==> src/rtl/cdq_pkg.sv <==
package cdq_pkg;

  // Fixed field widths of the ports
  localparam int REQ_W     = 3;
  localparam int VALUE_W   = 32;
  localparam int POS_W     = 4;
  localparam int CAP_W     = 5;
  localparam int COUNT_W   = 5;
  localparam int STAT_W    = 2;

  // Build defaults and capacity after reset
  localparam int DEPTH_DEF  = 16;
  localparam int DATA_W_DEF = 32;
  localparam logic [CAP_W-1:0] CAP_RESET = 5'd16;

  typedef enum logic [REQ_W-1:0] {
    REQ_PUSH_BACK  = 3'd0,
    REQ_PUSH_FRONT = 3'd1,
    REQ_POP_BACK   = 3'd2,
    REQ_POP_FRONT  = 3'd3,
    REQ_RD_FRONT   = 3'd4,
    REQ_RD_BACK    = 3'd5,
    REQ_RD_INDEX   = 3'd6,
    REQ_CLEAR      = 3'd7
  } req_t;

  typedef enum logic [STAT_W-1:0] {
    ST_OK    = 2'd0,
    ST_FULL  = 2'd1,
    ST_EMPTY = 2'd2,
    ST_RANGE = 2'd3
  } status_t;

  // Broadcast controls for the row of cells
  typedef struct packed {
    logic shift_in;   // push front: every cell takes its lower neighbor
    logic shift_out;  // pop front: every cell takes its upper neighbor
    logic wr_back;    // push back: the addressed cell takes the pushed word
    logic rd_en;      // the addressed cell drives the read chain
  } cell_ctl_t;

endpackage

==> src/rtl/circular_deque_top.sv <==
// channel   direction  handshake             fields
// request   in         start, busy           req_type, push_value, position
// result    out        done (one cycle)      read_value, count, is_empty, is_full, status
// config    in         cfg_we                cfg_wdata (capacity in use)
//
// One request per cycle: a request accepted at one edge has its result word on the
// result ports, with done high, for the next cycle. The elements sit in a row of
// DEPTH cells in front-to-back order; push and pop at the front shift the whole row
// at once, and a read walks the OR chain through the row.
// Reset is synchronous; busy is high while rst is high. done cannot be stalled.
module circular_deque_top #(
  parameter int DEPTH      = cdq_pkg::DEPTH_DEF,
  parameter int DATA_WIDTH = cdq_pkg::DATA_W_DEF
) (
  input  logic                          clk,
  input  logic                          rst,
  input  logic                          start,
  output logic                          busy,
  input  logic [cdq_pkg::REQ_W-1:0]     req_type,
  input  logic [cdq_pkg::VALUE_W-1:0]   push_value,
  input  logic [cdq_pkg::POS_W-1:0]     position,
  input  logic                          cfg_we,
  input  logic [cdq_pkg::CAP_W-1:0]     cfg_wdata,
  output logic                          done,
  output logic [cdq_pkg::VALUE_W-1:0]   read_value,
  output logic [cdq_pkg::COUNT_W-1:0]   count,
  output logic                          is_empty,
  output logic                          is_full,
  output logic [cdq_pkg::STAT_W-1:0]    status
);
  import cdq_pkg::*;

  localparam int IW = (DEPTH > 1) ? $clog2(DEPTH) : 1;

  cell_ctl_t             ctl;
  logic [IW-1:0]         idx;
  logic [DATA_WIDTH-1:0] wr_data;
  logic [DATA_WIDTH-1:0] cell_q [DEPTH];
  logic [DATA_WIDTH-1:0] chain  [DEPTH+1];

  assign wr_data  = DATA_WIDTH'(push_value);
  assign chain[0] = '0;

  cdq_ctrl #(
    .DEPTH      (DEPTH),
    .DATA_WIDTH (DATA_WIDTH),
    .IW         (IW)
  ) u_ctrl (
    .clk        (clk),
    .rst        (rst),
    .start      (start),
    .req_type   (req_type),
    .position   (position),
    .cfg_we     (cfg_we),
    .cfg_wdata  (cfg_wdata),
    .chain_data (chain[DEPTH]),
    .ctl        (ctl),
    .idx        (idx),
    .busy       (busy),
    .done       (done),
    .read_value (read_value),
    .count      (count),
    .is_empty   (is_empty),
    .is_full    (is_full),
    .status     (status)
  );

  // Build the row; the front cell takes the pushed word, the last sees zero above
  for (genvar i = 0; i < DEPTH; i++) begin : g_cell
    logic [DATA_WIDTH-1:0] lower;
    logic [DATA_WIDTH-1:0] upper;

    if (i == 0) begin : g_first
      assign lower = wr_data;
    end else begin : g_mid
      assign lower = cell_q[i-1];
    end
    if (i == DEPTH - 1) begin : g_last
      assign upper = '0;
    end else begin : g_inner
      assign upper = cell_q[i+1];
    end

    cdq_cell #(
      .DATA_WIDTH (DATA_WIDTH),
      .IW         (IW),
      .INDEX      (i)
    ) u_cell (
      .clk        (clk),
      .ctl        (ctl),
      .idx        (idx),
      .wr_data    (wr_data),
      .lower_data (lower),
      .upper_data (upper),
      .rd_in      (chain[i]),
      .data       (cell_q[i]),
      .rd_out     (chain[i+1])
    );
  end

endmodule

==> src/rtl/cdq_cell.sv <==
module cdq_cell #(
  parameter int DATA_WIDTH = 32,
  parameter int IW         = 4,
  parameter int INDEX      = 0
) (
  input  logic                  clk,
  input  cdq_pkg::cell_ctl_t    ctl,
  input  logic [IW-1:0]         idx,
  input  logic [DATA_WIDTH-1:0] wr_data,
  input  logic [DATA_WIDTH-1:0] lower_data,
  input  logic [DATA_WIDTH-1:0] upper_data,
  input  logic [DATA_WIDTH-1:0] rd_in,
  output logic [DATA_WIDTH-1:0] data,
  output logic [DATA_WIDTH-1:0] rd_out
);
  import cdq_pkg::*;

  logic hit;

  assign hit = (idx == IW'(INDEX));

  // Shift along the row, or take the pushed word at the back slot; otherwise hold
  always_ff @(posedge clk) begin
    priority if (ctl.shift_in) begin
      data <= lower_data;
    end else if (ctl.shift_out) begin
      data <= upper_data;
    end else if (ctl.wr_back && hit) begin
      data <= wr_data;
    end else begin
      data <= data;
    end
  end

  // Merge this cell's word onto the read chain when addressed
  assign rd_out = rd_in | ((ctl.rd_en && hit) ? data : '0);

endmodule

==> src/rtl/cdq_ctrl.sv <==
module cdq_ctrl #(
  parameter int DEPTH      = 16,
  parameter int DATA_WIDTH = 32,
  parameter int IW         = 4
) (
  input  logic                          clk,
  input  logic                          rst,
  input  logic                          start,
  input  logic [cdq_pkg::REQ_W-1:0]     req_type,
  input  logic [cdq_pkg::POS_W-1:0]     position,
  input  logic                          cfg_we,
  input  logic [cdq_pkg::CAP_W-1:0]     cfg_wdata,
  input  logic [DATA_WIDTH-1:0]         chain_data,
  output cdq_pkg::cell_ctl_t            ctl,
  output logic [IW-1:0]                 idx,
  output logic                          busy,
  output logic                          done,
  output logic [cdq_pkg::VALUE_W-1:0]   read_value,
  output logic [cdq_pkg::COUNT_W-1:0]   count,
  output logic                          is_empty,
  output logic                          is_full,
  output logic [cdq_pkg::STAT_W-1:0]    status
);
  import cdq_pkg::*;

  localparam int CW = $clog2(DEPTH + 1);

  logic [CAP_W-1:0] cap;
  logic [CW-1:0]    cnt;
  logic [CW-1:0]    cnt_next;
  logic [CW-1:0]    cap_eff;
  logic             acc;
  logic             full_now;
  logic             empty_now;
  status_t          st;
  cell_ctl_t        ctl_raw;

  assign busy      = rst;
  assign acc       = start && !busy;
  assign full_now  = (cnt >= cap_eff);
  assign empty_now = (cnt == '0);

  // Clamp the capacity in use to 1..DEPTH
  always_comb begin
    if (cap == '0) begin
      cap_eff = CW'(1);
    end else if (int'(cap) > DEPTH) begin
      cap_eff = CW'(DEPTH);
    end else begin
      cap_eff = CW'(cap);
    end
  end

  // Decode the request: status, new count, cell controls
  always_comb begin
    st       = ST_OK;
    cnt_next = cnt;
    ctl_raw  = '0;
    idx      = '0;
    unique case (req_t'(req_type))
      REQ_PUSH_BACK: begin
        idx = IW'(cnt);
        if (full_now) begin
          st = ST_FULL;
        end else begin
          ctl_raw.wr_back = 1'b1;
          cnt_next        = cnt + CW'(1);
        end
      end
      REQ_PUSH_FRONT: begin
        if (full_now) begin
          st = ST_FULL;
        end else begin
          ctl_raw.shift_in = 1'b1;
          cnt_next         = cnt + CW'(1);
        end
      end
      REQ_POP_BACK: begin
        if (empty_now) begin
          st = ST_EMPTY;
        end else begin
          cnt_next = cnt - CW'(1);
        end
      end
      REQ_POP_FRONT: begin
        if (empty_now) begin
          st = ST_EMPTY;
        end else begin
          ctl_raw.shift_out = 1'b1;
          cnt_next          = cnt - CW'(1);
        end
      end
      REQ_RD_FRONT: begin
        if (empty_now) begin
          st = ST_EMPTY;
        end else begin
          ctl_raw.rd_en = 1'b1;
        end
      end
      REQ_RD_BACK: begin
        idx = IW'(cnt - CW'(1));
        if (empty_now) begin
          st = ST_EMPTY;
        end else begin
          ctl_raw.rd_en = 1'b1;
        end
      end
      REQ_RD_INDEX: begin
        idx = IW'(position);
        if (empty_now) begin
          st = ST_EMPTY;
        end else if (int'(position) >= int'(cnt)) begin
          st = ST_RANGE;
        end else begin
          ctl_raw.rd_en = 1'b1;
        end
      end
      REQ_CLEAR: begin
        cnt_next = '0;
      end
    endcase
  end

  // Cells move only on an accepted request
  assign ctl = acc ? ctl_raw : '0;

  // Capacity and count; a capacity write empties the deque
  always_ff @(posedge clk) begin
    if (rst) begin
      cap  <= CAP_RESET;
      cnt  <= '0;
      done <= 1'b0;
    end else begin
      done <= acc;
      if (cfg_we) begin
        cap <= cfg_wdata;
        cnt <= '0;
      end else if (acc) begin
        cnt <= cnt_next;
      end
    end
  end

  // Hold the result word for its strobe cycle
  always_ff @(posedge clk) begin
    if (acc) begin
      read_value <= ctl_raw.rd_en ? VALUE_W'(chain_data) : '0;
      count      <= COUNT_W'(cnt_next);
      is_empty   <= (cnt_next == '0);
      is_full    <= (cnt_next == cap_eff);
      status     <= st;
    end
  end

endmodule

==> config.mk <==
export PLATFORM = sky130hd
export DESIGN_NAME = circular_deque_top
export DESIGN_NICKNAME = d
export VERILOG_FILES = /design/src/rtl/cdq_pkg.sv /design/src/rtl/circular_deque_top.sv /design/src/rtl/cdq_cell.sv /design/src/rtl/cdq_ctrl.sv
export SDC_FILE = /design/constraint.sdc
export NUM_CORES = 1
export LEC_CHECK = 0
export BUFFER_PORTS_ARGS = -buffer_cell sky130_fd_sc_hd__buf_2
export CORE_MARGIN = 2
export CORE_UTILIZATION = 45
export DETAILED_ROUTE_END_ITERATION = 7
export PLACE_DENSITY = 0.63
export SETUP_SLACK_MARGIN = 0.4
export SLEW_MARGIN = 10
export SYNTH_ARGS = -nofsm -noshare
export SYNTH_HDL_FRONTEND = slang
export SYNTH_SLANG_ARGS = --single-unit
==> constraint.sdc <==
create_clock -name clk -period 5.1 [get_ports clk]
set_input_delay 0 -clock clk [delete_from_list [all_inputs] [get_ports clk]]
set_output_delay 0 -clock clk [all_outputs]
set_load 0.005 [all_outputs]
==> out/metrics.cfg <==
[yosys]
synth-async-reset-ratio_pct = 0
synth_top_family_by_area = compound AO/OA/AOI/OAI gates
synth_mux_area_share_pct = 1.76
yosys_most_used_dff = edfxtp_1
synth_fa_ha_area_share_pct = 0.541
synth_top_cell_by_area = edfxtp_1
synth_common_cells = edfxtp_1 (553), a221o_1 (455), nand2_1 (227), clkbuf_1 (152), nor2_1 (67)
syn_nets = 2166
yosysSeqAreaShare_pct = 60.7
synth_compound_area_share_pct = 26.2
synthXorXnorAreaFrac_pct = 0.0632
synth_area_leaders = edfxtp_1 (60%), a221o_1 (16%), nand2_1 (3.1%), clkbuf_1 (2.1%), a22oi_1 (1.7%)
syn_inst = 2106
netlist.area_leader.share_pct = 59.9
synth.distinct_cells = 83
synthSimpleGateAreaFrac_pct = 7.43
netlist_area_mm2 = 0.0277
ys_warn_count = 0
synth_edf_count = 553
syn_avg_cell_area_um2 = 13.2
ys_ff_latch = 564
synth_most_common_cell = edfxtp_1

[final_layout]
drive_gt1_share_pct = 16.4
fill_cells = 5077
antenna_cells = 0
final_area_mm2 = 0.0323
nets = 2283
multi_input_area_mm2 = 0.0103
seq_area_mm2 = 0.0168
fin_util_pct = 52.6
area_growth_pct = 16.4

[setup_path]
crit_type = reg -> reg
rr_worst_depth = 12
worstReg2RegEnd = g_cell[7].u_cell.data[5]$_DFFE_PP_
r2r_slack_ps = 570
r2r-start = u_ctrl.cap[2]$_SDFFE_PP0P_
startpoint_type = register
end_kind = register
cp_max_fo = 18
crit_required_ps = 5390
arrival_ps = 4830

[die]
ios = 91
initial_core_util_pct = 45.2
coreArea_mm2 = 0.0614
rows = 91
die_h_um = 252
die_w_um = 252
fp.dieArea_mm2 = 0.0636

[worst_hold_path]
min_from = req_type[1]
hold_path.class = in -> reg
hold_end = u_ctrl.status[0]$_DFFE_PP_
min_path_cells = 4

[detailed_routing]
num_vias = 22800
viasPerCell = 7.45
drcViolationCount = 0
drtIter0Drc = 4033
drt_first_pass_iters = 7
drtAntennaViolNets = 0
wl_per_cell_um = 33.5
drt_wl_total_mm = 103

[placed_design]
placed_cell_area_mm2 = 0.0295
io_buffers = 90
dp_hpwl_mm = 62.4
place_congestion = 0.903

[sta]
whs_ps = 122
max_slew_margin_pct = 26.2
worst_pin_slew_ps = 1110
drv_slew = 0
finalSetupViolations = 0
finalClockSkew_ps = 28.4
hold_viol = 0
setup_tns_ps = 0
timing.fmax_ghz = 0.221
post-route-period-util_pct = 88.9
min_period_ps = 4530
rsz0062_at_grt = no

[clocking]
cts_made_buffers = 61
numClockSinks = 564
cts_root_buf = clkbuf_16
htree_levels = 2
clk_latency_ps = 660
clk_path_buf_depth = 3
clk_pin_slew_worst_paths_ps = 70
cts_tree = done

[global_routing]
grtUsageTotal_pct = 31.6
grt_max_degree = 241
gr-total-overflow = 0
antenna_found_initial = 3
grt_pass1_wl_mm = 149
grt_pass1_vias = 21600

[job]
max_cap_violations = 0

[outcome]
status = complete, no violations

[pwr]
switchingPower_w = 0.00253
power_leakage_nw = 11.1
p_sw_share_pct = 23.4
power.density_mw_per_mm2 = 335
p_int_w = 0.00828
finalPower_w = 0.0108
ir_drop_mv = 0.280
seqPwrFrac_pct = 48.7
pwr-share-clk_pct = 43.6
combPwrFrac_pct = 7.6

## state kept, by name, summed over array words and instances, names as in the netlist
signal,cells
g_cell.u_cell.data,512
u_ctrl.cap,5
u_ctrl.cnt,5
u_ctrl.count,5
u_ctrl.done,1
u_ctrl.is_empty,1
u_ctrl.is_full,1
u_ctrl.read_value,32
u_ctrl.status,2
## metrics by stage
stage	worst slack, ps	instances
final	569	3065
after global routing	427	3065
after CTS	573	3053
after detailed placement	576	2883
after global placement	653	2883
after floorplan	-336	2106
## layout make-up
type | count | share of cell area (%)
clock inverter | 47 | 1.65
tap | 790 | 3.06
inverter | 16 | 0.186
clock buffer | 68 | 4.81
multi-input combinational | 1318 | 32.0
sequential | 564 | 52.1
timing repair buffer | 262 | 6.17
## power by group through the flow
stage | clock (W) | combinational [W] | sequential (W)
floorplan | 0 | 0.000495 | 0.00535
global placement | 0 | 0.000749 | 0.00536
detailed placement | 0 | 0.000767 | 0.00536
CTS | 0.00474 | 0.000804 | 0.00527
global route | 0.00492 | 0.000874 | 0.00527
finish | 0.00472 | 0.000826 | 0.00527
## layer usage
layer	part of all wire, %	routed length [µm]	track usage [%]	vias to the layer above
li1	-	-	-	9266
met2	43	44500	46.8	1823
met3	14	14000	8.91	398
met5	0.021	22	0	-
met4	6.0	6130	16.3	2
met1	37	38100	42.5	11300
## cells in the final DEF, fill, tap and decap left out, drive strengths merged, types with 20 or more instances in the layout
master       count
a21o            38
a22o            23
a221oi          37
nor3            24
a21oi           49
inv             20
a22oi           64
buf            207
dlygate4sd3     55
o21ai           39
edfxtp         553
clkbuf          68
clkinv          27
nand2          228
nor2            72
a221o          455
nand3           42
mux2i           41
## cell families (layout without fill, tap and decap cells)
group,count (synthesis),after routing
xor+xnor,2,2
flops,564,564
simple gates,443,443
buf+inv,224,393
compound gates,813,813
mux,48,48
fa+ha+maj,12,12
## critical path, stage by stage (launching register included)
cell,delay (ps)
dfxtp_1,400
nor3_1,90
o21ai_0,270
inv_1,160
ha_1,290
nand2b_1,150
a31oi_1,280
o21ai_1,280
nor4_1,570
buf_4,240
nand2_1,230
o21ai_4,700
buf_4,500
## worst max-delay path by stage
stage / start / to
finish: u_ctrl.cap[2]$_SDFFE_PP0P_ / g_cell[7].u_cell.data[5]$_DFFE_PP_
global route: u_ctrl.cap[1]$_SDFFE_PP0P_ / g_cell[11].u_cell.data[7]$_DFFE_PP_
CTS: u_ctrl.cnt[1]$_SDFFE_PP0P_ / u_ctrl.read_value[15]$_SDFFCE_PP0P_
detailed placement: u_ctrl.cnt[1]$_SDFFE_PP0P_ / u_ctrl.read_value[15]$_SDFFCE_PP0P_
floorplan: u_ctrl.cnt[0]$_SDFFE_PP0P_ / g_cell[14].u_cell.data[0]$_DFFE_PP_
global placement: u_ctrl.cap[3]$_SDFFE_PP0P_ / g_cell[4].u_cell.data[31]$_DFFE_PP_
## repair_timing
| item | CTS | global route |
|---|---|---|
| hold buffers | 55 | 0 |
| setup buffers | 0 | 12 |
| setup endpoints to repair | 0 | 97 |
| gates resized for setup | 0 | 1 |
| hold endpoints to repair | 44 | 0 |
(Power assumes the default switching activity.)
